File: src/rtl/core/psf_ram.sv
module psf_ram #(
  parameter int WIDTH = 1,
  parameter int DEPTH = 1024
) (
  input  logic                                    clk,
  input  logic                                    wr_en,
  input  logic [(DEPTH > 1 ? $clog2(DEPTH) : 1)-1:0] wr_addr,
  input  logic [WIDTH-1:0]                        wr_data,
  input  logic                                    rd_en,
  input  logic [(DEPTH > 1 ? $clog2(DEPTH) : 1)-1:0] rd_addr,
  output logic [WIDTH-1:0]                        rd_data
);

  logic [WIDTH-1:0] mem [DEPTH];

  always_ff @(posedge clk) begin
    if (wr_en) begin
      mem[wr_addr] <= wr_data;
    end
    if (rd_en) begin
      rd_data <= mem[rd_addr];
    end
  end

endmodule
File: config.mk
export PLATFORM = sky130hd
export DESIGN_NAME = psf_ram
export DESIGN_NICKNAME = d
export VERILOG_FILES = /design/src/rtl/core/psf_ram.sv
export SDC_FILE = /design/constraint.sdc
export NUM_CORES = 1
export LEC_CHECK = 0
export BUFFER_PORTS_ARGS = -buffer_cell sky130_fd_sc_hd__buf_2
export CELL_PAD_IN_SITES_DETAIL_PLACEMENT = 1
export CELL_PAD_IN_SITES_GLOBAL_PLACEMENT = 2
export CORE_MARGIN = 2
export CORE_UTILIZATION = 47
export DETAILED_ROUTE_END_ITERATION = 12
export PLACE_DENSITY = 0.77
export SLEW_MARGIN = 0
export SYNTH_ARGS = -nofsm -noshare
export SYNTH_HDL_FRONTEND = slang
export SYNTH_SLANG_ARGS = --single-unit
File: constraint.sdc
create_clock -name clk -period 3.45 [get_ports clk]
set_input_delay 0.69 -clock clk [delete_from_list [all_inputs] [get_ports clk]]
set_output_delay 0.69 -clock clk [all_outputs]
set_load 0.05 [all_outputs]
==> results.txt, run 1 <==
Outcome: complete, no violations
Sw frac: 22.2%
Peak supply drop: 0.429 mV
Sequential cell area: 30800 um^2
Largest net degree at the start of global routing: 150
Sequential power share: 51.6%
#FFs+latches synth: 1025
Pwr Density: 522 nW/um^2
Final Slew Violations: 0
Worst endpoint required time: 3870 ps
Initial antenna violation count: 11
Crit-path slowest cell: mux4_2
Layout cells sized above 1: 20.1%
Count leader, synth: nor2_1
Most frequent cells after synthesis: nor2_1, edfxtp_1, mux4_2, clkbuf_1, mux2i_1
IO Pins: 25
IO buf count: 24
Ranking of synthesized cells by area: edfxtp_1, mux4_2, nor2_1
Via Count: 28000
Fin crit period: 3140 ps
Setup Skew: 25.5 ps
Internal power: 20.7 mW
Most used cell, CP: buf_4
TritonCTS clock tree: built
Crit Path Class: input port to flop
Worst Path Arrival: 3560 ps
Drt wl/cell: 31.2 um
GPL Wtd Cong: 0.795
Detail Route Antenna Nets: 0
Crit-path cells: buf_8 > buf_12 > buf_4 > mux4_2 > mux2i_1 > o21ai_0 > a311oi_1 > buf_4 > nor3_1 > nor4_1 > o2111ai_1
Layout net count: 3222
# hold bufs at CTS: 0
DR iter-0 viols: 3146
H-tree levels: 3
Clk sinks: 1025
Leakage: 15.6 nW
Post-synth top flop: edfxtp_1
CP Buf/Inv Count: 4
Area Overhead vs Synth: 14.0%
Mapped Area: 44700 um^2
Worst-Skew Late Latency: 690 ps
Yosys warning count: 0
Fin area: 50900 um^2
Post-synth EDFFs: 1025
First-pass GRT wire length: 206000 um
Final wirelength: 142000 um
Worst Path Max Fanout: 15
Setup TNS: 0 ps
CP Launch Type: input port
Max-cap violations: 0
CP endpoint kind: flop
Placed cell area: 47500 um^2
Remaining Overflow, GRT: 0
Fillcell total: 9001
Fin. Hold Viols: 0
Mapped Avg Cell Area: 14.4 um^2
Vias/cell: 6.15
Max Fclk: 0.319 GHz
Top-area cell type share of the netlist area: 68.9%
RSZ-0062 raised after global routing: no
Tightest Hold Check Type: input port to flop
DIE AREA: 97500 um^2
Comb power frac: 6.0%
Clk slew on worst S/H paths: 60 ps
Clock network fraction of total power: 42.4%
Chip Width: 312 um
Period utilization: 90.9%
Sequential area share after synthesis: 68.9%
Remaining routing DRC violations: 0
Syn Nets: 3136
Crit-path max cell delay: 520 ps
Die H: 312 um
Top delay family on crit path: multiplexers
Post-CTS Setup Bufs: 0
Clk buf depth: 3
Synth cell types: 55
Asr flop ratio synth: 0%
Synth area leader: edfxtp_1
Root buf cell: clkbuf_16
Max_slew headroom: 38.4%
Net switching power: 5.90 mW
Final total power: 26.6 mW
Detailed placer's ending HPWL: 81400 um
Post-cts resize count: 0
Detailed Routing Iterations Pass 1: 5
Vias in the first global route: 29300
Initial Utilization: 47.2%
TritonCTS Buffers: 110
Total Routing Usage GR: 29.4%
Final setup fails: 0
Worst-margin pin slew: 924 ps
Core footprint: 94600 um^2
Multi-input gate area: 12600 um^2
Cell Rows: 113
Synth Instances: 3112
==> sequential cells by signal, summed over array words and instances, names as in the netlist <==
name and cells:
mem 1024, rd_data 1
==> path summary, 6_finish.rpt <==
check | start | endpoint | slack [ps] | depth (start not counted)
max reg2reg | mem[439] | rd_data | 450 | 8
max | rd_addr[0] | rd_data | 310 | 11
min reg2reg | mem[192] | rd_data | 1260 | 6
min | rd_en | rd_data | 330 | 1
==> worst reg2reg max path, delay by kind of cell, from the launching register on <==
family / cells / cell delay (ps)
AO/OA/AOI/OAI: 2 / 640
buffers and inverters: 1 / 210
flip-flops: 1 / 380
multiplexers: 2 / 940
AND/OR/NAND/NOR: 3 / 560
==> through the flow <==
step / utilization [%] / worst slack, ps / hold slack, ps / cells
5_1_grt: 53.8 / 229 / 296 / 4558
2_1_floorplan: - / 348 / 789 / 3112
3_3_place_gp: 50.3 / -456 / 1030 / 4351
3_5_place_dp: 50.3 / -304 / 1020 / 4351
4_1_cts: 53.8 / 411 / 290 / 4556
6_report: 53.9 / 314 / 327 / 4559
==> metal layers <==
| metal | part of all wire [%] | vias to the layer above | routed length, um | global-route usage, % |
|---|---|---|---|---|
| li1 | - | 11700 | - | - |
| met1 | 39 | 14900 | 55200 | 38.8 |
| met2 | 50 | 1147 | 70900 | 49.6 |
| met3 | 7.6 | 286 | 10800 | 4.41 |
| met4 | 3.7 | 4 | 5260 | 10.6 |
| met5 | 0.018 | - | 25 | 0 |
==> cell type report <==
class | count | area share (%)
multi-input combinational | 1778 | 24.7
timing repair buffer | 277 | 5.10
clock buffer | 145 | 5.83
sequential | 1025 | 60.4
clock inverter | 60 | 0.820
inverter | 6 | 0.0442
tap | 1265 | 3.11
antenna | 3 | 0.0147
==> power groups by stage <==
stage               combinational [mW]  sequential [mW]  clock (mW)
floorplan                        0.793             14.0           0
global placement                  1.55             14.0           0
detailed placement                1.59             14.0           0
CTS                               1.59             13.7        11.4
global route                      1.68             13.7        11.9
finish                            1.60             13.7        11.3
==> kinds of logic (layout without fill, tap and decap cells) <==
kind of cell / count (synthesis) / after routing / share of synthesized area (%)
flops: 1025 / 1025 / 68.9
other cells: 0 / 3 / 0
buf+inv: 309 / 488 / 3.30
mux: 340 / 340 / 13.7
compound gates: 178 / 178 / 2.83
simple gates: 1260 / 1260 / 11.2
==> cell usage in the layout, fill, tap and decap left out, drive strengths merged, types with 4 or more instances in the layout <==
master	instances
nor2b	11
nand2	86
nor3	37
and3	4
bufinv	5
buf	277
nor3b	8
clkinv	50
nand4	10
a31oi	4
o22ai	28
and2	6
nor4	5
a21oi	37
a2111oi	6
o221ai	49
a22o	4
mux4	214
nand3	37
nor2	1036
o21ai	13
mux2i	123
inv	8
nand2b	8
clkbuf	145
a22oi	17
a211oi	4
edfxtp	1025
Power figures use the tool's default switching activity.
==> run 2: changes to the inputs <==
Settings changed: CORE_UTILIZATION 47 to 50, HOLD_SLACK_MARGIN set to 0.05, PLACE_DENSITY 0.77 to 0.81.
Clock period 3.45 ns to 3.9 ns, I/O delays scaled along.
==> results.txt, run 2 (same netlist as run 1, synthesis figures left out) <==
Fin crit period: 3150 ps
Leakage: 15.2 nW
Worst endpoint required time: 4320 ps
Post-cts resize count: 0
CP endpoint kind: flop
Period utilization: 80.9%
Grt peak-use layer: met2
First-pass GRT wire length: 200000 um
IO buf count: 24
Worst Path Arrival: 3580 ps
Clk sinks: 1025
H-tree levels: 3
Area Overhead vs Synth: 12.3%
Remaining routing DRC violations: 2
Max_slew headroom: 30.5%
Worst-margin pin slew: 1040 ps
Clk buf depth: 3
DIE AREA: 91700 um^2
Multi-input gate area: 12600 um^2
Commonest non-fill, non-tap cell in the layout: nor2_1
Core footprint: 88500 um^2
Max FFs per register: 1024
Setup Skew: 20.6 ps
Remaining Overflow, GRT: 0
Initial Utilization: 50.5%
GR Util met1: 41.1%
Most frequent cells in the layout: nor2_1, edfxtp_1, mux4_2, buf_4, mux2i_1
IO Pins: 25
DR iter-0 viols: 3233
Detail Route Antenna Nets: 0
RSZ-0062 raised after global routing: no
Tightest Hold Check Type: input port to flop
Via Count: 27700
Layout cells sized above 1: 18.4%
Placed cell area: 46700 um^2
Final setup fails: 0
Pwr Density: 471 nW/um^2
M3 GR Usage: 4.93%
Vias/cell: 6.33
Layout net count: 3144
Fillcell total: 8247
Root buf cell: clkbuf_16
Outcome: finished, violations left
TritonCTS Buffers: 108
Max-cap violations: 0
Final Slew Violations: 0
Violated checks: design-rule violations
Crit Path Class: input port to flop
Post-CTS Setup Bufs: 0
Total Routing Usage GR: 30.7%
Detailed placer's ending HPWL: 77100 um
Largest net degree at the start of global routing: 160
CP Launch Type: input port
Chip Width: 303 um
Vias in the first global route: 29000
Worst Path Max Fanout: 17
Worst-Skew Late Latency: 690 ps
Final wirelength: 139000 um
Initial antenna violation count: 6
Drt wl/cell: 31.6 um
TritonCTS clock tree: built
Peak supply drop: 0.353 mV
Fin area: 50200 um^2
GPL Wtd Cong: 0.809
Fin. Hold Viols: 0
Die H: 303 um
# hold bufs at CTS: 0
Setup TNS: 0 ps
Cell Rows: 109
Biggest regs: mem: 1024 flops, rd_data: 1 flops
Detailed Routing Iterations Pass 1: 11
Most flop-heavy register: mem
GR Layer Usage met2: 51.4%
Clk slew on worst S/H paths: 60 ps
Sequential cell area: 30800 um^2
Max Fclk: 0.317 GHz
[run 2: per-stage QoR]
step / worst slack, ps / hold slack, ps / cells / power (mW) / utilization (%)
floorplan: 708 / 879 / 3112 / 13.1 / -
finish: 745 / 399 / 4384 / 23.6 / 56.7
global placement: 31.9 / 1110 / 4175 / 13.6 / 52.8
CTS: 833 / 375 / 4378 / 23.7 / 56.6
global route: 652 / 389 / 4378 / 24.2 / 56.6
detailed placement: 111 / 1110 / 4175 / 13.7 / 52.8
[run 2: power by group]
group,internal (mW),switching (mW),total (mW)
clock,5.81,4.35,10.2
sequential,12.1,0.00469,12.1
combinational,0.459,0.864,1.32
[run 2: layer usage]
layer	part of all wire [%]	wire length (um)
met1	39	53800
met2	49	68500
met3	7.9	11000
met4	3.8	5210
met5	0	0
[run 2: area by class of cell]
cell class	instances	area share, %
Antenna cell	6	0.0299
Clock buffer	131	5.65
Clock inverter	72	1.22
Inverter	6	0.0449
Multi-Input combinational cell	1778	25.0
Sequential cell	1025	61.4
Tap cell	1165	2.91
Timing Repair Buffer	201	3.75
[run 2: worst paths after layout]
kind                                 start  endpoint  slack (ps)  cells after the start
worst max-delay path            rd_addr[0]   rd_data         750                     10
worst min-delay path                 rd_en   rd_data         400                      1
worst max register to register    mem[806]   rd_data        1080                      9
worst min register to register    mem[242]   rd_data        1260                      5
[run 2: worst max-delay path, stage by stage]
cell	delay [ps]
buf_8	270
buf_12	230
mux4_1	570
mux4_2	530
nand2b_1	110
nand4_1	220
and4_1	340
buf_4	140
a32oi_1	180
o2111ai_1	140
